==> src/rtl/core/ajbc_pkg.sv <==
// Shared types, constants and profile functions of the adaptive jitter buffer controller.
// No dependencies; every other file of the block imports this package.
`timescale 1ns / 1ps
`default_nettype none
package ajbc_pkg;

   localparam int unsigned PENDING_DEPTH_DEFAULT = 16;
   localparam int unsigned MAX_IN_FLIGHT_DEFAULT = 10;

   localparam int unsigned OP_W       = 3;
   localparam int unsigned BYTES_W    = 16;
   localparam int unsigned NOW_W      = 48;
   localparam int unsigned DUR_W      = 8;
   localparam int unsigned DROPS_W    = 5;
   localparam int unsigned SUM_OUT_W  = 12;
   localparam int unsigned TOTAL_W    = 32;
   localparam int unsigned RS_TOTAL_W = 16;
   localparam int unsigned PLAYED_W   = 16;
   localparam int unsigned OVL_W      = 4;
   localparam int unsigned PROF_W     = 2;

   localparam int unsigned CSR_INDEX_W = 3;
   localparam int unsigned CSR_DATA_W  = 24;
   localparam int unsigned RATE_W      = 18;
   localparam int unsigned CHAN_W      = 4;
   localparam int unsigned LIMIT_W     = 10;
   localparam int unsigned HOLD_W      = 24;

   localparam int unsigned BPS_W    = RATE_W + CHAN_W + 1;
   localparam int unsigned NUM_W    = 27;
   localparam int unsigned DIV_STEPS = DUR_W;
   localparam int unsigned DIV_W    = BPS_W + DIV_STEPS - 1;
   localparam int unsigned DCNT_W   = $clog2(DIV_STEPS);

   localparam logic [RATE_W-1:0]  RESET_SAMPLE_RATE   = 18'd48000;
   localparam logic [CHAN_W-1:0]  RESET_CHANNELS      = 4'd2;
   localparam logic [LIMIT_W-1:0] RESET_MAX_PENDING   = 10'd120;
   localparam logic [LIMIT_W-1:0] RESET_HARD_TOTAL    = 10'd130;
   localparam logic [LIMIT_W-1:0] RESET_STEADY_TARGET = 10'd50;
   localparam logic [LIMIT_W-1:0] RESET_STEADY_SOFT   = 10'd70;
   localparam logic [LIMIT_W-1:0] RESET_STEADY_CAP    = 10'd40;
   localparam logic [HOLD_W-1:0]  RESET_RECOVERY_HOLD = 24'd1500000;

   localparam logic [LIMIT_W-1:0] STARTUP_CAP_MS     = 10'd50;
   localparam logic [LIMIT_W-1:0] STARTUP_TARGET_MS  = 10'd60;
   localparam logic [LIMIT_W-1:0] STARTUP_SOFT_MS    = 10'd80;
   localparam logic [LIMIT_W-1:0] RECOVERY_CAP_MS    = 10'd60;
   localparam logic [LIMIT_W-1:0] RECOVERY_TARGET_MS = 10'd70;
   localparam logic [LIMIT_W-1:0] RECOVERY_SOFT_MS   = 10'd90;

   localparam logic [PLAYED_W-1:0] WARMUP_FRAMES    = 16'd14;
   localparam logic [NOW_W-1:0]    WARMUP_US        = 48'd200000;
   localparam logic [NOW_W-1:0]    WINDOW_US        = 48'd800000;
   localparam logic [NOW_W-1:0]    COOLDOWN_US      = 48'd1500000;
   localparam logic [OVL_W-1:0]    EVENTS_TO_RECOVER = 4'd2;
   localparam logic [OVL_W-1:0]    EVENTS_TO_RESYNC  = 4'd5;
   localparam logic [BYTES_W-1:0]  MS_PER_S          = 16'd1000;

   typedef enum logic [CSR_INDEX_W-1:0] {
      CSR_SAMPLE_RATE   = 3'd0,
      CSR_CHANNEL_COUNT = 3'd1,
      CSR_MAX_PENDING   = 3'd2,
      CSR_HARD_TOTAL    = 3'd3,
      CSR_STEADY_TARGET = 3'd4,
      CSR_STEADY_SOFT   = 3'd5,
      CSR_STEADY_CAP    = 3'd6,
      CSR_RECOVERY_HOLD = 3'd7
   } csr_index_type;

   typedef enum logic [OP_W-1:0] {
      OP_FRAME   = 3'd0,
      OP_SERVICE = 3'd1,
      OP_DONE    = 3'd2,
      OP_OPEN    = 3'd3,
      OP_STOP    = 3'd4
   } op_type;

   typedef enum logic [PROF_W-1:0] {
      PROF_STARTUP  = 2'd0,
      PROF_STEADY   = 2'd1,
      PROF_RECOVERY = 2'd2
   } profile_type;

   typedef enum logic [1:0] {
      TRIM_PENDING  = 2'd0,
      TRIM_HARD     = 2'd1,
      TRIM_RECOVERY = 2'd2,
      TRIM_TARGET   = 2'd3
   } trim_type;

   typedef enum logic [4:0] {
      ST_IDLE, ST_DISPATCH, ST_DUR_MUL, ST_DUR_NUM, ST_DUR_INIT, ST_DUR_DIV,
      ST_FULL_DROP, ST_ENQ, ST_TRIM_CHK, ST_TRIM_DROP, ST_SVC_PROF, ST_SVC_SOFT,
      ST_OVL_COUNT, ST_OVL_HOLD, ST_OVL_DECIDE, ST_RESYNC, ST_SUB_PROF, ST_SUBMIT,
      ST_RETIRE, ST_OPEN, ST_STOP, ST_FINISH, ST_OUT
   } state_type;

   typedef struct packed {
      logic     accept;
      logic     bps_calc;
      logic     num_calc;
      logic     div_init;
      logic     div_step;
      logic     drop;
      logic     enqueue;
      trim_type trim;
      logic     prof_load;
      logic     ovl_count;
      logic     ovl_hold;
      logic     ovl_decide;
      logic     resync;
      logic     submit;
      logic     retire;
      logic     open_session;
      logic     stop;
      logic     load_rsp;
   } cmd_type;

   typedef struct packed {
      logic [OP_W-1:0] op;
      logic            running;
      logic            bytes_nz;
      logic            pend_full;
      logic            trim_need;
      logic            soft_over;
      logic            resync_ok;
      logic            submit_ok;
      logic            inflight_nz;
   } sts_type;

   function automatic logic [LIMIT_W-1:0] prof_cap(input profile_type p,
                                                   input logic [LIMIT_W-1:0] steady);
      logic [LIMIT_W-1:0] v;
      unique case (p)
         PROF_RECOVERY: v = RECOVERY_CAP_MS;
         PROF_STEADY:   v = steady;
         default:       v = STARTUP_CAP_MS;
      endcase
      return v;
   endfunction

   function automatic logic [LIMIT_W-1:0] prof_target(input profile_type p,
                                                      input logic [LIMIT_W-1:0] steady);
      logic [LIMIT_W-1:0] v;
      unique case (p)
         PROF_RECOVERY: v = RECOVERY_TARGET_MS;
         PROF_STEADY:   v = steady;
         default:       v = STARTUP_TARGET_MS;
      endcase
      return v;
   endfunction

   function automatic logic [LIMIT_W-1:0] prof_soft(input profile_type p,
                                                    input logic [LIMIT_W-1:0] steady);
      logic [LIMIT_W-1:0] v;
      unique case (p)
         PROF_RECOVERY: v = RECOVERY_SOFT_MS;
         PROF_STEADY:   v = steady;
         default:       v = STARTUP_SOFT_MS;
      endcase
      return v;
   endfunction

endpackage
`default_nettype wire

==> src/rtl/core/ajbc_datapath.sv <==
// Datapath of the jitter buffer controller: queues, sums, timers, divider and result register.
// Depends on ajbc_pkg; driven by ajbc_ctrl through the command struct.
`timescale 1ns / 1ps
`default_nettype none
module ajbc_datapath #(
   parameter int unsigned PENDING_DEPTH = ajbc_pkg::PENDING_DEPTH_DEFAULT,
   parameter int unsigned MAX_IN_FLIGHT = ajbc_pkg::MAX_IN_FLIGHT_DEFAULT
) (
   input  wire logic                               clock,
   input  wire logic                               reset,
   input  wire logic                               csr_wen,
   input  wire logic [ajbc_pkg::CSR_INDEX_W-1:0]   csr_index,
   input  wire logic [ajbc_pkg::CSR_DATA_W-1:0]    csr_wdata,
   input  wire logic [ajbc_pkg::OP_W-1:0]          req_op,
   input  wire logic [ajbc_pkg::BYTES_W-1:0]       req_frame_bytes,
   input  wire logic [ajbc_pkg::NOW_W-1:0]         req_now_us,
   input  wire ajbc_pkg::cmd_type                  cmd,
   output ajbc_pkg::sts_type                       sts,
   output logic                                    rsp_accepted,
   output logic                                    rsp_submit_valid,
   output logic [ajbc_pkg::DUR_W-1:0]              rsp_submit_ms,
   output logic [ajbc_pkg::DROPS_W-1:0]            rsp_dropped_now,
   output logic                                    rsp_resync,
   output logic [ajbc_pkg::PROF_W-1:0]             rsp_profile,
   output logic [ajbc_pkg::SUM_OUT_W-1:0]          rsp_pending_ms,
   output logic [ajbc_pkg::SUM_OUT_W-1:0]          rsp_submitted_ms,
   output logic [ajbc_pkg::TOTAL_W-1:0]            rsp_dropped_total,
   output logic [ajbc_pkg::TOTAL_W-1:0]            rsp_played_total,
   output logic [ajbc_pkg::RS_TOTAL_W-1:0]         rsp_resync_total
);
   import ajbc_pkg::*;

   localparam int unsigned PIDX_W = $clog2(PENDING_DEPTH);
   localparam int unsigned PCNT_W = $clog2(PENDING_DEPTH + 1);
   localparam int unsigned PSUM_W = DUR_W + PCNT_W;
   localparam int unsigned IIDX_W = (MAX_IN_FLIGHT > 1) ? $clog2(MAX_IN_FLIGHT) : 1;
   localparam int unsigned ICNT_W = $clog2(MAX_IN_FLIGHT + 1);
   localparam int unsigned ISUM_W = DUR_W + ICNT_W;
   localparam int unsigned TOT_W  = ((PSUM_W > ISUM_W) ? PSUM_W : ISUM_W) + 1;
   localparam int unsigned SAT_W  = (TOT_W > SUM_OUT_W) ? TOT_W : SUM_OUT_W;
   localparam logic [PIDX_W:0] PDEPTH_X = (PIDX_W + 1)'(PENDING_DEPTH);
   localparam logic [IIDX_W:0] IDEPTH_X = (IIDX_W + 1)'(MAX_IN_FLIGHT);

   logic [RATE_W-1:0]  rate_ff;
   logic [CHAN_W-1:0]  chan_ff;
   logic [LIMIT_W-1:0] max_pend_ff, hard_ff, s_target_ff, s_soft_ff, s_cap_ff;
   logic [HOLD_W-1:0]  hold_ff;

   logic [OP_W-1:0]    op_ff;
   logic [BYTES_W-1:0] bytes_ff;
   logic [NOW_W-1:0]   now_ff;

   logic [BPS_W-1:0]          bps_ff;
   logic [NUM_W-1:0]          bk_ff, num_ff, rem_ff;
   logic [DIV_W-1:0]          div_ff;
   logic [DUR_W-1:0]          q_ff;
   logic                      sat_ff;
   logic [RATE_W+CHAN_W-1:0]  rc_prod;
   logic                      div_ge;
   logic [DUR_W-1:0]          dur;

   logic [DUR_W-1:0]  pend_mem [PENDING_DEPTH];
   logic [DUR_W-1:0]  pend_rd_ff;
   logic [PIDX_W-1:0] pend_head_ff, pend_head_nx, pend_tail;
   logic [PIDX_W:0]   pend_tail_sum;
   logic [PCNT_W-1:0] pend_count_ff;
   logic [PSUM_W-1:0] pend_sum_ff;

   logic [DUR_W-1:0]  inf_mem [MAX_IN_FLIGHT];
   logic [DUR_W-1:0]  inf_rd_ff;
   logic [IIDX_W-1:0] inf_head_ff, inf_head_nx, inf_tail;
   logic [IIDX_W:0]   inf_tail_sum;
   logic [ICNT_W-1:0] inf_count_ff;
   logic [ISUM_W-1:0] inf_sum_ff;

   logic                  running_ff;
   logic [NOW_W-1:0]      started_ff, rec_until_ff, last_ovl_ff, last_rs_ff, hold_sum_ff;
   logic [PLAYED_W-1:0]   played_ff;
   logic [OVL_W-1:0]      ovl_cnt_ff;
   logic [TOTAL_W-1:0]    drop_total_ff, play_total_ff;
   logic [RS_TOTAL_W-1:0] rs_total_ff;
   profile_type           prof_ff, prof_now;

   logic                  res_acc_ff, res_sub_ff, res_rs_ff;
   logic [DUR_W-1:0]      res_ms_ff;
   logic [DROPS_W-1:0]    drops_ff;

   logic [NOW_W-1:0]   elapsed, ovl_gap, rs_gap;
   logic [NOW_W:0]     hold_sum;
   logic               warm, restart, cool_ok;
   logic [TOT_W-1:0]   total, trim_val;
   logic [LIMIT_W-1:0] trim_limit;
   logic [SAT_W-1:0]   pend_x, inf_x;

   always_ff @(posedge clock) begin
      if (reset) begin
         rate_ff     <= RESET_SAMPLE_RATE;
         chan_ff     <= RESET_CHANNELS;
         max_pend_ff <= RESET_MAX_PENDING;
         hard_ff     <= RESET_HARD_TOTAL;
         s_target_ff <= RESET_STEADY_TARGET;
         s_soft_ff   <= RESET_STEADY_SOFT;
         s_cap_ff    <= RESET_STEADY_CAP;
         hold_ff     <= RESET_RECOVERY_HOLD;
      end else if (csr_wen) begin
         unique case (csr_index_type'(csr_index))
            CSR_SAMPLE_RATE:   rate_ff     <= csr_wdata[RATE_W-1:0];
            CSR_CHANNEL_COUNT: chan_ff     <= csr_wdata[CHAN_W-1:0];
            CSR_MAX_PENDING:   max_pend_ff <= csr_wdata[LIMIT_W-1:0];
            CSR_HARD_TOTAL:    hard_ff     <= csr_wdata[LIMIT_W-1:0];
            CSR_STEADY_TARGET: s_target_ff <= csr_wdata[LIMIT_W-1:0];
            CSR_STEADY_SOFT:   s_soft_ff   <= csr_wdata[LIMIT_W-1:0];
            CSR_STEADY_CAP:    s_cap_ff    <= csr_wdata[LIMIT_W-1:0];
            CSR_RECOVERY_HOLD: hold_ff     <= csr_wdata[HOLD_W-1:0];
         endcase
      end
   end

   always_ff @(posedge clock) begin
      if (cmd.accept) begin
         op_ff    <= req_op;
         bytes_ff <= req_frame_bytes;
         now_ff   <= req_now_us;
      end
   end

   // Duration: the saturation test comes first, so the quotient needs only eight steps.
   assign rc_prod = (RATE_W + CHAN_W)'(rate_ff) * (RATE_W + CHAN_W)'(chan_ff);
   assign div_ge  = DIV_W'(rem_ff) >= div_ff;

   always_ff @(posedge clock) begin
      if (cmd.bps_calc) begin
         bps_ff <= {rc_prod, 1'b0};
         bk_ff  <= NUM_W'(bytes_ff) * NUM_W'(MS_PER_S);
      end
      if (cmd.num_calc) begin
         num_ff <= bk_ff + NUM_W'(bps_ff) - NUM_W'(1);
      end
      if (cmd.div_init) begin
         rem_ff <= num_ff;
         div_ff <= DIV_W'(bps_ff) << (DIV_STEPS - 1);
         q_ff   <= '0;
         sat_ff <= (BPS_W + DUR_W)'(num_ff) >= {bps_ff, DUR_W'(0)};
      end else if (cmd.div_step) begin
         rem_ff <= div_ge ? NUM_W'(DIV_W'(rem_ff) - div_ff) : rem_ff;
         div_ff <= div_ff >> 1;
         q_ff   <= {q_ff[DUR_W-2:0], div_ge};
      end
   end

   always_comb begin
      priority if (bps_ff == '0) dur = '0;
      else if (sat_ff)           dur = '1;
      else if (q_ff == '0)       dur = DUR_W'(1);
      else                       dur = q_ff;
   end

   assign pend_head_nx  = (pend_head_ff == PIDX_W'(PENDING_DEPTH - 1)) ? '0 : pend_head_ff + 1'b1;
   assign pend_tail_sum = {1'b0, pend_head_ff} + (PIDX_W + 1)'(pend_count_ff);
   assign pend_tail     = (pend_tail_sum >= PDEPTH_X) ? PIDX_W'(pend_tail_sum - PDEPTH_X)
                                                      : PIDX_W'(pend_tail_sum);
   assign inf_head_nx   = (inf_head_ff == IIDX_W'(MAX_IN_FLIGHT - 1)) ? '0 : inf_head_ff + 1'b1;
   assign inf_tail_sum  = {1'b0, inf_head_ff} + (IIDX_W + 1)'(inf_count_ff);
   assign inf_tail      = (inf_tail_sum >= IDEPTH_X) ? IIDX_W'(inf_tail_sum - IDEPTH_X)
                                                     : IIDX_W'(inf_tail_sum);

   always_ff @(posedge clock) begin
      if (cmd.enqueue) pend_mem[pend_tail] <= dur;
      pend_rd_ff <= pend_mem[pend_head_ff];
      if (cmd.submit) inf_mem[inf_tail] <= pend_rd_ff;
      inf_rd_ff <= inf_mem[inf_head_ff];
   end

   always_ff @(posedge clock) begin
      if (reset) begin
         pend_head_ff  <= '0;
         pend_count_ff <= '0;
         pend_sum_ff   <= '0;
      end else begin
         priority if (cmd.open_session || cmd.stop) begin
            pend_head_ff  <= '0;
            pend_count_ff <= '0;
            pend_sum_ff   <= '0;
         end else if (cmd.drop || cmd.submit) begin
            pend_head_ff  <= pend_head_nx;
            pend_count_ff <= pend_count_ff - 1'b1;
            pend_sum_ff   <= pend_sum_ff - PSUM_W'(pend_rd_ff);
         end else if (cmd.enqueue) begin
            pend_count_ff <= pend_count_ff + 1'b1;
            pend_sum_ff   <= pend_sum_ff + PSUM_W'(dur);
         end
      end
   end

   always_ff @(posedge clock) begin
      if (reset) begin
         inf_head_ff  <= '0;
         inf_count_ff <= '0;
         inf_sum_ff   <= '0;
      end else begin
         priority if (cmd.open_session || cmd.stop || cmd.resync) begin
            inf_head_ff  <= '0;
            inf_count_ff <= '0;
            inf_sum_ff   <= '0;
         end else if (cmd.submit) begin
            inf_count_ff <= inf_count_ff + 1'b1;
            inf_sum_ff   <= inf_sum_ff + ISUM_W'(pend_rd_ff);
         end else if (cmd.retire) begin
            inf_head_ff  <= inf_head_nx;
            inf_count_ff <= inf_count_ff - 1'b1;
            inf_sum_ff   <= inf_sum_ff - ISUM_W'(inf_rd_ff);
         end
      end
   end

   assign elapsed  = now_ff - started_ff;
   assign ovl_gap  = now_ff - last_ovl_ff;
   assign rs_gap   = now_ff - last_rs_ff;
   assign hold_sum = {1'b0, now_ff} + (NOW_W + 1)'(hold_ff);
   assign warm     = (started_ff != '0) && (now_ff > started_ff) && (elapsed >= WARMUP_US)
                     && (played_ff >= WARMUP_FRAMES);
   assign restart  = (last_ovl_ff == '0) || ((now_ff >= last_ovl_ff) && (ovl_gap > WINDOW_US));
   assign cool_ok  = (last_rs_ff == '0) || ((now_ff >= last_rs_ff) && (rs_gap >= COOLDOWN_US));

   always_comb begin
      priority if (rec_until_ff > now_ff) prof_now = PROF_RECOVERY;
      else if (warm)                      prof_now = PROF_STEADY;
      else                                prof_now = PROF_STARTUP;
   end

   always_ff @(posedge clock) begin
      if (cmd.prof_load) prof_ff <= prof_now;
      if (cmd.ovl_hold)  hold_sum_ff <= hold_sum[NOW_W] ? '1 : hold_sum[NOW_W-1:0];
   end

   always_ff @(posedge clock) begin
      if (reset) begin
         running_ff    <= 1'b0;
         started_ff    <= '0;
         played_ff     <= '0;
         rec_until_ff  <= '0;
         ovl_cnt_ff    <= '0;
         last_ovl_ff   <= '0;
         last_rs_ff    <= '0;
         drop_total_ff <= '0;
         play_total_ff <= '0;
         rs_total_ff   <= '0;
      end else begin
         priority if (cmd.open_session) begin
            running_ff    <= 1'b1;
            started_ff    <= now_ff;
            played_ff     <= '0;
            rec_until_ff  <= '0;
            ovl_cnt_ff    <= '0;
            last_ovl_ff   <= '0;
            last_rs_ff    <= '0;
            drop_total_ff <= '0;
            play_total_ff <= '0;
            rs_total_ff   <= '0;
         end else if (cmd.stop) begin
            running_ff <= 1'b0;
         end else if (cmd.drop) begin
            if (drop_total_ff != '1) drop_total_ff <= drop_total_ff + 1'b1;
         end else if (cmd.retire) begin
            if (play_total_ff != '1) play_total_ff <= play_total_ff + 1'b1;
            if (played_ff != '1)     played_ff     <= played_ff + 1'b1;
         end else if (cmd.ovl_count) begin
            last_ovl_ff <= now_ff;
            priority if (restart)      ovl_cnt_ff <= OVL_W'(1);
            else if (ovl_cnt_ff != '1) ovl_cnt_ff <= ovl_cnt_ff + 1'b1;
         end else if (cmd.ovl_decide) begin
            if (ovl_cnt_ff >= EVENTS_TO_RECOVER && hold_sum_ff > rec_until_ff) begin
               rec_until_ff <= hold_sum_ff;
            end
         end else if (cmd.resync) begin
            last_rs_ff <= now_ff;
            ovl_cnt_ff <= '0;
            started_ff <= now_ff;
            played_ff  <= '0;
            if (rs_total_ff != '1) rs_total_ff <= rs_total_ff + 1'b1;
         end
      end
   end

   always_ff @(posedge clock) begin
      if (cmd.accept) begin
         res_acc_ff <= 1'b0;
         res_sub_ff <= 1'b0;
         res_rs_ff  <= 1'b0;
         res_ms_ff  <= '0;
         drops_ff   <= '0;
      end else begin
         if (cmd.enqueue) res_acc_ff <= 1'b1;
         if (cmd.resync)  res_rs_ff  <= 1'b1;
         if (cmd.submit) begin
            res_sub_ff <= 1'b1;
            res_ms_ff  <= pend_rd_ff;
         end
         if (cmd.drop && drops_ff != '1) drops_ff <= drops_ff + 1'b1;
      end
   end

   assign total = TOT_W'(pend_sum_ff) + TOT_W'(inf_sum_ff);

   always_comb begin
      unique case (cmd.trim)
         TRIM_PENDING:  trim_limit = max_pend_ff;
         TRIM_HARD:     trim_limit = hard_ff;
         TRIM_RECOVERY: trim_limit = RECOVERY_TARGET_MS;
         default:       trim_limit = prof_target(prof_ff, s_target_ff);
      endcase
   end
   assign trim_val = (cmd.trim == TRIM_PENDING) ? TOT_W'(pend_sum_ff) : total;

   assign sts.op          = op_ff;
   assign sts.running     = running_ff;
   assign sts.bytes_nz    = bytes_ff != '0;
   assign sts.pend_full   = pend_count_ff == PCNT_W'(PENDING_DEPTH);
   assign sts.trim_need   = (pend_count_ff != '0) && (trim_val > TOT_W'(trim_limit));
   assign sts.soft_over   = total > TOT_W'(prof_soft(prof_ff, s_soft_ff));
   assign sts.resync_ok   = (ovl_cnt_ff >= EVENTS_TO_RESYNC) && cool_ok;
   assign sts.submit_ok   = (pend_count_ff != '0) && (inf_count_ff < ICNT_W'(MAX_IN_FLIGHT))
                            && (TOT_W'(inf_sum_ff) < TOT_W'(prof_cap(prof_ff, s_cap_ff)));
   assign sts.inflight_nz = inf_count_ff != '0;

   assign pend_x = SAT_W'(pend_sum_ff);
   assign inf_x  = SAT_W'(inf_sum_ff);

   always_ff @(posedge clock) begin
      if (cmd.load_rsp) begin
         rsp_accepted      <= res_acc_ff;
         rsp_submit_valid  <= res_sub_ff;
         rsp_submit_ms     <= res_ms_ff;
         rsp_dropped_now   <= drops_ff;
         rsp_resync        <= res_rs_ff;
         rsp_profile       <= prof_ff;
         rsp_pending_ms    <= (pend_x > SAT_W'({SUM_OUT_W{1'b1}})) ? '1 : SUM_OUT_W'(pend_x);
         rsp_submitted_ms  <= (inf_x > SAT_W'({SUM_OUT_W{1'b1}})) ? '1 : SUM_OUT_W'(inf_x);
         rsp_dropped_total <= drop_total_ff;
         rsp_played_total  <= play_total_ff;
         rsp_resync_total  <= rs_total_ff;
      end
   end

endmodule
`default_nettype wire

==> src/rtl/core/ajbc_ctrl.sv <==
// Controller of the jitter buffer: sequences each item through the datapath steps.
// Depends on ajbc_pkg; drives ajbc_datapath through the command struct.
`timescale 1ns / 1ps
`default_nettype none
module ajbc_ctrl (
   input  wire logic               clock,
   input  wire logic               reset,
   input  wire logic               req_valid,
   output logic                    req_ready,
   output logic                    rsp_valid,
   input  wire logic               rsp_ready,
   input  wire ajbc_pkg::sts_type  sts,
   output ajbc_pkg::cmd_type       cmd
);
   import ajbc_pkg::*;

   state_type          state_ff, state_in;
   trim_type           trim_ff, trim_in;
   logic [DCNT_W-1:0]  cnt_ff, cnt_in;
   logic               rsp_valid_ff, rsp_valid_in;
   logic               slot_free;

   assign slot_free = !rsp_valid_ff || rsp_ready;

   always_ff @(posedge clock) begin
      if (reset) begin
         state_ff     <= ST_IDLE;
         trim_ff      <= TRIM_PENDING;
         cnt_ff       <= '0;
         rsp_valid_ff <= 1'b0;
      end else begin
         state_ff     <= state_in;
         trim_ff      <= trim_in;
         cnt_ff       <= cnt_in;
         rsp_valid_ff <= rsp_valid_in;
      end
   end

   always_comb begin
      state_in = state_ff;
      trim_in  = trim_ff;
      cnt_in   = cnt_ff;
      unique case (state_ff)
         ST_IDLE:     if (req_valid) state_in = ST_DISPATCH;
         ST_DISPATCH: begin
            unique case (sts.op)
               OP_FRAME:   state_in = (sts.running && sts.bytes_nz) ? ST_DUR_MUL : ST_FINISH;
               OP_SERVICE: state_in = sts.running ? ST_SVC_PROF : ST_FINISH;
               OP_DONE:    state_in = sts.inflight_nz ? ST_RETIRE : ST_FINISH;
               OP_OPEN:    state_in = ST_OPEN;
               OP_STOP:    state_in = ST_STOP;
               default:    state_in = ST_FINISH;
            endcase
         end
         ST_DUR_MUL:  state_in = ST_DUR_NUM;
         ST_DUR_NUM:  state_in = ST_DUR_INIT;
         ST_DUR_INIT: begin
            cnt_in   = DCNT_W'(DIV_STEPS - 1);
            state_in = ST_DUR_DIV;
         end
         ST_DUR_DIV: begin
            cnt_in = cnt_ff - 1'b1;
            if (cnt_ff == '0) state_in = ST_FULL_DROP;
         end
         ST_FULL_DROP: state_in = ST_ENQ;
         ST_ENQ: begin
            trim_in  = TRIM_PENDING;
            state_in = ST_TRIM_CHK;
         end
         ST_TRIM_CHK: begin
            if (sts.trim_need) begin
               state_in = ST_TRIM_DROP;
            end else begin
               unique case (trim_ff)
                  TRIM_PENDING:  trim_in  = TRIM_HARD;
                  TRIM_HARD:     state_in = ST_FINISH;
                  TRIM_RECOVERY: state_in = ST_RESYNC;
                  TRIM_TARGET:   state_in = ST_SUB_PROF;
               endcase
            end
         end
         ST_TRIM_DROP:  state_in = ST_TRIM_CHK;
         ST_SVC_PROF:   state_in = ST_SVC_SOFT;
         ST_SVC_SOFT:   state_in = sts.soft_over ? ST_OVL_COUNT : ST_SUB_PROF;
         ST_OVL_COUNT:  state_in = ST_OVL_HOLD;
         ST_OVL_HOLD:   state_in = ST_OVL_DECIDE;
         ST_OVL_DECIDE: begin
            trim_in  = sts.resync_ok ? TRIM_RECOVERY : TRIM_TARGET;
            state_in = ST_TRIM_CHK;
         end
         ST_RESYNC:   state_in = ST_FINISH;
         ST_SUB_PROF: state_in = ST_SUBMIT;
         ST_SUBMIT:   state_in = ST_FINISH;
         ST_RETIRE:   state_in = ST_FINISH;
         ST_OPEN:     state_in = ST_FINISH;
         ST_STOP:     state_in = ST_FINISH;
         ST_FINISH:   state_in = ST_OUT;
         ST_OUT:      if (slot_free) state_in = ST_IDLE;
         default:     state_in = ST_IDLE;
      endcase
   end

   always_comb begin
      cmd      = '0;
      cmd.trim = trim_ff;
      unique case (state_ff)
         ST_IDLE:       cmd.accept       = req_valid;
         ST_DUR_MUL:    cmd.bps_calc     = 1'b1;
         ST_DUR_NUM:    cmd.num_calc     = 1'b1;
         ST_DUR_INIT:   cmd.div_init     = 1'b1;
         ST_DUR_DIV:    cmd.div_step     = 1'b1;
         ST_FULL_DROP:  cmd.drop         = sts.pend_full;
         ST_ENQ:        cmd.enqueue      = 1'b1;
         ST_TRIM_DROP:  cmd.drop         = 1'b1;
         ST_SVC_PROF:   cmd.prof_load    = 1'b1;
         ST_OVL_COUNT:  cmd.ovl_count    = 1'b1;
         ST_OVL_HOLD:   cmd.ovl_hold     = 1'b1;
         ST_OVL_DECIDE: cmd.ovl_decide   = 1'b1;
         ST_RESYNC:     cmd.resync       = 1'b1;
         ST_SUB_PROF:   cmd.prof_load    = 1'b1;
         ST_SUBMIT:     cmd.submit       = sts.submit_ok;
         ST_RETIRE:     cmd.retire       = 1'b1;
         ST_OPEN:       cmd.open_session = 1'b1;
         ST_STOP:       cmd.stop         = 1'b1;
         ST_FINISH:     cmd.prof_load    = 1'b1;
         ST_OUT:        cmd.load_rsp     = slot_free;
         default:       cmd.accept       = 1'b0;
      endcase
   end

   assign rsp_valid_in = cmd.load_rsp || (rsp_valid_ff && !rsp_ready);
   assign rsp_valid    = rsp_valid_ff;
   assign req_ready    = state_ff == ST_IDLE;

endmodule
`default_nettype wire

==> src/rtl/core/adaptive_jitter_buffer_controller.sv <==
// Top level of the adaptive jitter buffer controller: controller, datapath and checks.
// Depends on ajbc_pkg, ajbc_ctrl and ajbc_datapath.
//
//   Channel  Ports   Handshake        Carries
//   request  req_*   valid / ready    op, frame length in bytes, time in microseconds
//   response rsp_*   valid / ready    one result item per request item
//   config   csr_*   write enable     register index and write data, no read-back
//
// One item is in work at a time; the next is taken in the cycle after its result is registered.
// A frame item runs the eight-step duration divider; each trimmed frame adds a drop and a check.
// A soft overload lengthens a service item, as does each frame that it drops.
// Open, stop and retiring done items run their own action state; an ignored item goes to finish.
// Reset is synchronous and leaves both queues empty.
// A stalled response holds in its register; one finished item may wait behind it.
`timescale 1ns / 1ps
`default_nettype none
module adaptive_jitter_buffer_controller #(
   parameter int unsigned PENDING_DEPTH = ajbc_pkg::PENDING_DEPTH_DEFAULT,
   parameter int unsigned MAX_IN_FLIGHT = ajbc_pkg::MAX_IN_FLIGHT_DEFAULT
) (
   input  wire logic                              clock,
   input  wire logic                              reset,
   input  wire logic                              csr_wen,
   input  wire logic [ajbc_pkg::CSR_INDEX_W-1:0]  csr_index,
   input  wire logic [ajbc_pkg::CSR_DATA_W-1:0]   csr_wdata,
   input  wire logic                              req_valid,
   output logic                                   req_ready,
   input  wire logic [ajbc_pkg::OP_W-1:0]         req_op,
   input  wire logic [ajbc_pkg::BYTES_W-1:0]      req_frame_bytes,
   input  wire logic [ajbc_pkg::NOW_W-1:0]        req_now_us,
   output logic                                   rsp_valid,
   input  wire logic                              rsp_ready,
   output logic                                   rsp_accepted,
   output logic                                   rsp_submit_valid,
   output logic [ajbc_pkg::DUR_W-1:0]             rsp_submit_ms,
   output logic [ajbc_pkg::DROPS_W-1:0]           rsp_dropped_now,
   output logic                                   rsp_resync,
   output logic [ajbc_pkg::PROF_W-1:0]            rsp_profile,
   output logic [ajbc_pkg::SUM_OUT_W-1:0]         rsp_pending_ms,
   output logic [ajbc_pkg::SUM_OUT_W-1:0]         rsp_submitted_ms,
   output logic [ajbc_pkg::TOTAL_W-1:0]           rsp_dropped_total,
   output logic [ajbc_pkg::TOTAL_W-1:0]           rsp_played_total,
   output logic [ajbc_pkg::RS_TOTAL_W-1:0]        rsp_resync_total
);
   import ajbc_pkg::*;

   cmd_type cmd;
   sts_type sts;

   ajbc_ctrl u_ctrl (
      .clock     (clock),
      .reset     (reset),
      .req_valid (req_valid),
      .req_ready (req_ready),
      .rsp_valid (rsp_valid),
      .rsp_ready (rsp_ready),
      .sts       (sts),
      .cmd       (cmd)
   );

   ajbc_datapath #(
      .PENDING_DEPTH (PENDING_DEPTH),
      .MAX_IN_FLIGHT (MAX_IN_FLIGHT)
   ) u_datapath (
      .clock             (clock),
      .reset             (reset),
      .csr_wen           (csr_wen),
      .csr_index         (csr_index),
      .csr_wdata         (csr_wdata),
      .req_op            (req_op),
      .req_frame_bytes   (req_frame_bytes),
      .req_now_us        (req_now_us),
      .cmd               (cmd),
      .sts               (sts),
      .rsp_accepted      (rsp_accepted),
      .rsp_submit_valid  (rsp_submit_valid),
      .rsp_submit_ms     (rsp_submit_ms),
      .rsp_dropped_now   (rsp_dropped_now),
      .rsp_resync        (rsp_resync),
      .rsp_profile       (rsp_profile),
      .rsp_pending_ms    (rsp_pending_ms),
      .rsp_submitted_ms  (rsp_submitted_ms),
      .rsp_dropped_total (rsp_dropped_total),
      .rsp_played_total  (rsp_played_total),
      .rsp_resync_total  (rsp_resync_total)
   );

   a_one_item: assert property (@(posedge clock) disable iff (reset)
      req_valid && req_ready |=> !req_ready)
      else $error("A second item was taken while one was in work.");

   a_no_overwrite: assert property (@(posedge clock) disable iff (reset)
      cmd.load_rsp |-> (!rsp_valid || rsp_ready))
      else $error("A waiting result was overwritten.");

   a_submit_or_resync: assert property (@(posedge clock) disable iff (reset)
      rsp_valid |-> !(rsp_submit_valid && rsp_resync))
      else $error("A result carries both a submitted frame and a resync.");

endmodule
`default_nettype wire

==> config.mk <==
export PLATFORM = sky130hd
export DESIGN_NAME = adaptive_jitter_buffer_controller
export DESIGN_NICKNAME = d
export VERILOG_FILES = /design/src/rtl/core/ajbc_pkg.sv /design/src/rtl/core/ajbc_datapath.sv /design/src/rtl/core/ajbc_ctrl.sv /design/src/rtl/core/adaptive_jitter_buffer_controller.sv
export SDC_FILE = /design/constraint.sdc
export NUM_CORES = 2
export LEC_CHECK = 0
export BUFFER_PORTS_ARGS = -buffer_cell sky130_fd_sc_hd__buf_2
export CAP_MARGIN = 10
export CORE_UTILIZATION = 55
export DETAILED_ROUTE_END_ITERATION = 10
export GPL_TIMING_DRIVEN = 0
export PLACE_DENSITY = 0.72
export SLEW_MARGIN = 20
export SYNTH_ARGS = -nofsm -noshare
export SYNTH_HDL_FRONTEND = slang
export SYNTH_SLANG_ARGS = --single-unit
==> constraint.sdc <==
create_clock -name clock -period 8.5 [get_ports clock]
set_clock_uncertainty 0.1 [all_clocks]
set_input_delay 0 -clock clock [delete_from_list [all_inputs] [get_ports clock]]
set_output_delay 0 -clock clock [all_outputs]
set_load 0.005 [all_outputs]
* After elaboration in Yosys (flattened, before gate mapping)
Memories as Yosys holds them, arrays and structs flattened. A register that Yosys moved wholly into a read port is not among the register bits. Index checks and enable logic that the tools add are counted.
Storage, ports and cells: register bits 835, latch bits 0, memory bits (writable) 208, logic and storage cells 335, input port bits 99, memories kept 2, bits in read-only memories 0, output and inout port bits 124
Cells by class: order comparisons 21, add/sub/neg operators 29, multipliers 2, reductions and logical operators 72, divide/modulo/power cells 0, equal/unequal tests 63, shift operators 0, bitwise gates (word level) 6, muxes and demuxes 82
Memory list:
- u_datapath.pend_mem | words 16, bits a word 8, read ports 1, clocked after memory_dff 1, wr ports 1, RTL line ajbc_datapath.sv:62 | logic [DUR_W-1:0] pend_mem [PENDING_DEPTH];
- u_datapath.inf_mem | words 10, bits a word 8, read ports 1, clocked after memory_dff 1, wr ports 1, RTL line ajbc_datapath.sv:69 | logic [DUR_W-1:0] inf_mem [MAX_IN_FLIGHT];
Operators by type and width (count):
- 2-to-1 mux 48 bit | 7
- > comparator 48 bit | 3
- subtractor 48 bit | 3
- greater-or-equal comparator 48 bit | 2
- logical NOT 48 bit | 2
- case mux 5 bit (17 select lines) | 1
- 2-to-1 mux 27 bit | 3
- 2-to-1 mux 16 bit | 5
- adder 32 x 1 -> 32 bit (second input constant) | 2
- inequality test 32 bit (second input constant) | 2
- 2-to-1 mux 30 bit | 2
- case mux 10 bit (2 select lines) | 3
- adder 48 x 24 -> 49 bit | 1
- greater-or-equal comparator 48 x 18 -> 1 bit (second input constant) | 1
- greater-or-equal comparator 48 x 21 -> 1 bit (second input constant) | 1
- > comparator 48 x 20 -> 1 bit (second input constant) | 1
- nonzero test 48 bit | 1
- 2-to-1 mux 5 bit | 9
- 2-to-1 mux 4 bit | 11
- == test 5 x 4 -> 1 bit (second input constant) | 8
- == test 5 bit (second input constant) | 8
- adder 16 x 1 -> 16 bit (second input constant) | 2
- inequality test 16 bit (second input constant) | 2
- greater-or-equal comparator 27 x 31 -> 1 bit | 1
- 78 further kinds | 194

* Depth between registers and ports, before layout
depth after elaboration 9, mapped depth 34, mapped depth without buffers 31

* Cells and area by module
A second synthesis with hierarchy kept.
Unflattened totals: cell total of the unflattened synthesis 6543, area total of the unflattened synthesis 62575.0 µm²
Modules (own cells, without submodules):
- ajbc_datapath | cells each 6383, times used 1, area an instance 61447.7 µm², seq. area each 26655.6 µm²
- ajbc_ctrl | cells each 160, times used 1, area an instance 1127.3 µm², seq. area each 220.2 µm²

* Worst setup path before layout
No wires, ideal clock.
path type register to register, from register u_ctrl.state_ff[1], to register u_datapath.rsp_accepted, enable pin, data required time 7.794 ns, period minus slack after synthesis 6.861 ns, path slack 1.639 ns, arrival 6.155 ns, path buffers 1, stages on the path, launching flop included 5, setup time 0.606 ns, cell sequence dfxtp_1 -> clkbuf_1 -> nand2_1 -> or3_1 -> nor2_1
RTL lines:
- from (decl) | RTL line ajbc_ctrl.sv:17 | state_type state_ff, state_in;
- from (signal assigned) | RTL line ajbc_ctrl.sv:32 | state_ff <= state_in;
- to (signal assigned) | RTL line ajbc_datapath.sv:331 | rsp_accepted <= res_acc_ff;
- to (decl) | RTL line ajbc_datapath.sv:19 | output logic rsp_accepted,

* Final worst setup path
from register u_datapath.prof_ff[1], to register u_datapath.pend_sum_ff[12]
On the way: cells in the longest elaborated chain, start to end 7, elaborated cells between the ends (all ways) 9, those cells by class order compare: 1; eq/ne: 2; mux: 3; reduce/logical: 3
Ends and longest elaborated chain:
- from (decl) | RTL line ajbc_datapath.sv:82 | profile_type prof_ff, prof_now;
- from (signal assigned) | RTL line ajbc_datapath.sv:232 | if (cmd.prof_load) prof_ff <= prof_now;
- == test 2 x 1 -> 1 bit or == test 2 bit (tied branches) | RTL line ajbc_pkg.sv:134 | unique case (p)
- case mux 10 bit (2 select lines) * | RTL line ajbc_pkg.sv:134
- less-than comparator 12 x 10 -> 1 bit * | RTL line ajbc_datapath.sv:323 | && (TOT_W'(inf_sum_ff) < TOT_W'(prof_cap(prof_ff, s_cap_ff)));
- logical AND 1 bit * | RTL line ajbc_datapath.sv:323
- 2-to-1 mux 1 bit * | RTL line ajbc_ctrl.sv:106 | unique case (state_ff)
- logical OR 1 bit * | RTL line ajbc_datapath.sv:184 | end else if (cmd.drop || cmd.submit) begin
- 2-to-1 mux 13 bit or nonzero test 2 bit (tied branches)
- to (signal assigned) | RTL line ajbc_datapath.sv:187 | pend_sum_ff <= pend_sum_ff - PSUM_W'(pend_rd_ff);
- to (signal assigned) | RTL line ajbc_datapath.sv:190 | pend_sum_ff <= pend_sum_ff + PSUM_W'(dur);
- to (decl) | RTL line ajbc_datapath.sv:67 | logic [PSUM_W-1:0] pend_sum_ff;
Every way passes the cells marked *; elsewhere a longest branch is shown, timed or not. A chain may end at the register's enable or synchronous reset.

==> results.txt <==
Fmax -> 0.1300 GHz
Syn Inst Count -> 6559
final instance area -> 71780 sq um
Area Overhead vs Synth -> 14.34%
GR Layer Usage met1 -> 40.75%
Crit path depth -> 33
clock sink total -> 1058
commonest non-fill, non-tap cell in the layout -> nand2_1
Critical path buffers and inverters -> 6
Remaining Overflow, GRT -> 0
R2R Setup Slk -> 0.80 ns
setup bufs post-CTS -> 0
headroom to the max-slew limit -> 21.41%
GRT Max-Usage Layer -> met2
CTS clk-pin slew, worst paths -> 0.07 ns
Clk Latency, worst-skew pair -> 0.74 ns
worst r2r dst -> u_datapath.pend_sum_ff[12]$_SDFFE_PP0P_
Clock Path Buffers -> 3
Rows -> 123
CTS H-tree lvls -> 3
RR Startpoint -> u_datapath.prof_ff[1]$_SDFFCE_PN1P_
Internal -> 13090 uW
Final Wtd Congestion -> 0.9664
post-synthesis sequential area ratio -> 42.81%
met3 Track Usage GR -> 4.273%
status -> finished, final reports clean
first-pass GRT wire length -> 276600 microns
critical path class -> flop to flop
Primary FF master, synth -> edfxtp_1
Final Slew Violations -> 0
P_sw -> 8135 uW
FF-to-FF path depth -> 33
Vias/cell -> 5.871
synthesized flop and latch total -> 1058
I/O pin cnt -> 223
Overall Global Routing Usage -> 30.52%
fill cell count -> 9096
Setup crit end kind -> flop
Crit. Startpoint -> u_datapath.prof_ff[1]$_SDFFCE_PN1P_
Worst-Margin Slew -> 1.164 ns
vias in the first global route -> 48798
commonest cells after routing, fill and taps aside -> nand2_1, a21oi_1, edfxtp_1, inv_1, ha_1
CP startpoint kind -> flop
Tmin final -> 7.695 ns
initial antenna violation count -> 2
critical path arrival -> 8.27 ns
Clk pwr share -> 24.2%
Peak VDD IR -> 528.3 uV
Core ar. -> 112800 sq um
Die H -> 339.8 microns
Hold Fails Final Rpt -> 0
Synth area leaders -> edfxtp_1, dfxtp_1, ha_1
final net count -> 7827
final WL -> 179900 microns
Final Cycle Share -> 90.53%
required time worst endpoint -> 9.07 ns
Util after Layout -> 63.63%
worst hold path type -> primary input to flop
Syn. warnings -> 0
final cell count without fillers -> 8694
met2 GRT Util -> 49.52%
multi-input logic area -> 32890 sq um
Total Power -> 21230 uW
CP Capture Point -> u_datapath.pend_sum_ff[12]$_SDFFE_PP0P_
Comb pwr share -> 43.5%
Slowest cell on crit path -> edfxtp_1
Post-synth EDFFs -> 569
Mapped Nets -> 7295
Placed Area -> 66040 sq um
largest net degree at the start of global routing -> 49
Starting Density -> 55.65%
crit-path max cell delay -> 0.56 ns
most frequent CP cell -> o21ai_0
Die Footprint -> 115500 sq um
delay-heaviest family, CP -> compound AO/OA/AOI/OAI gates
DIE WIDTH -> 339.8 microns
Synth top area share -> 27.22%
Pleak -> 0.02851 uW
average wire per standard cell -> 20.69 microns
Root Buffer -> clkbuf_16
area of the mapped netlist -> 62770 sq um
CTS buffer count -> 113
cell type with the largest total area after synthesis -> edfxtp_1
post-CTS sizing -> 0
placed cell count -> 8292
power density cells -> 295.7 nW/um^2
Final HPWL DP -> 131600 microns
CTS tree -> built
share of cells above drive strength 1 -> 8.343%
MaxCap Viol Count -> 0
sequential share of power -> 32.3%
HP Start -> csr_wdata[9]
final setup fails -> 0
Synth async-reset ratio -> 0%
post-route setup TNS -> 0 ns
# DRC -> 0
total number of vias -> 51040
Starting DRT DRC Count -> 4112
unrepaired setup endpoints after global routing -> false
Sequential Area -> 26880 sq um
critical-path maximum fanout -> 12
antenna viol nets, final -> 0
switching share of power -> 38.32%
synth unique cells -> 98
Avg Cell Area, Syn -> 9.571 sq um
hold_buf cts -> 184
Port Buffer Count -> 215
Pre-Repair DR Iteration Count -> 9
## cell usage after synthesis (46+ instances only)
library cell and n:
nand2_1 823, a21oi_1 615, edfxtp_1 569, inv_1 559, ha_1 540, dfxtp_1 489, nor2_1 468, clkbuf_1 213
o21ai_0 212, xnor2_1 168, a21o_1 164, xor2_1 142, nand4_1 126, nand3_1 118, nor3_1 104, fa_1 97
mux2i_1 96, nor2b_1 81, nor4_1 67, mux4_2 56, nand2b_1 56, and3_1 55, and2_1 50, a31oi_1 48
o21a_1 46
## power groups by stage
| stage | combinational, uW | sequential, uW | clock [uW] |
|---|---|---|---|
| floorplan | 7080 | 6550 | 0 |
| global placement | 8700 | 6960 | 0 |
| CTS | 9130 | 6820 | 5190 |
| global route | 10300 | 6840 | 5390 |
| finish | 9230 | 6850 | 5140 |
| detailed placement | 9000 | 6920 | 0 |
## worst reg2reg max path, delay by kind of cell, from the launching register on
kind                     cells  cell delay, ns
adder cells (fa/ha/maj)      4            1.22
flip-flops                   1            0.56
AND/OR/NAND/NOR              6            1.28
AO/OA/AOI/OAI               16            2.46
buffers and inverters        6            1.90
XOR/XNOR                     1            0.09
## cell families after synthesis
logic type | Yosys count | synth area share [%]
AOI/OAI and AO/OA | 1434 | 14.19
buffers and inverters | 810 | 4.901
adders and majority gates | 638 | 13.87
DFF | 1058 | 42.81
and+or+nand+nor | 2135 | 15.97
muxes | 174 | 3.935
xor gates and xnor gates | 310 | 4.325
## stage by stage
step	hold WS, ns	setup slack (ns)
floorplan	-0.001131	1.639
global placement	0.07724	-1.600
detailed placement	0.07810	1.001
CTS	0.05397	0.9555
global route	0.09593	0.4415
finish	0.09926	0.8048
## layer usage
| metal | wire length (microns) | vias up | part of all wire (%) |
|---|---|---|---|
| met1 | 76590 | 24566 | 43 |
| met5 | 11 | - | 0.0061 |
| met2 | 82810 | 1738 | 46 |
| met3 | 11950 | 363 | 6.6 |
| met4 | 8510 | 2 | 4.7 |
| li1 | - | 24371 | - |
## sequential cells by signal (all words and copies together) (netlist names), 48 cells and up
| name | cells |
|---|---|
| u_datapath.hold_sum_ff | 48 |
| u_datapath.now_ff | 48 |
| u_datapath.pend_mem | 128 |
| u_datapath.inf_mem | 80 |
| u_datapath.started_ff | 48 |
| u_datapath.last_rs_ff | 48 |
| u_datapath.last_ovl_ff | 48 |
| u_datapath.rec_until_ff | 48 |
## worst min path at each step
stage                                              to  cells past startpoint
2_1_floorplan        u_datapath.bytes_ff[0]$_DFFE_PP_                      0
3_3_place_gp        u_datapath.bytes_ff[14]$_DFFE_PP_                      1
3_5_place_dp          u_datapath.now_ff[30]$_DFFE_PP_                      1
4_1_cts            u_datapath.rate_ff[5]$_SDFFE_PP0P_                      4
5_1_grt           u_datapath.s_cap_ff[9]$_SDFFE_PP0P_                      4
6_report       u_datapath.s_target_ff[9]$_SDFFE_PP0P_                      4
## area by class of cell
class | count | area share [%]
multi-input cells | 4691 | 45.82
flip-flops and latches | 1058 | 37.44
repair buffers | 417 | 4.421
clock buffers | 153 | 4.346
inverters | 561 | 2.934
well taps | 1500 | 2.615
plain buffers | 249 | 1.360
clock inverters | 63 | 1.060
diodes | 2 | 0.006973
Note: power is estimated with default switching activity, not from simulation.
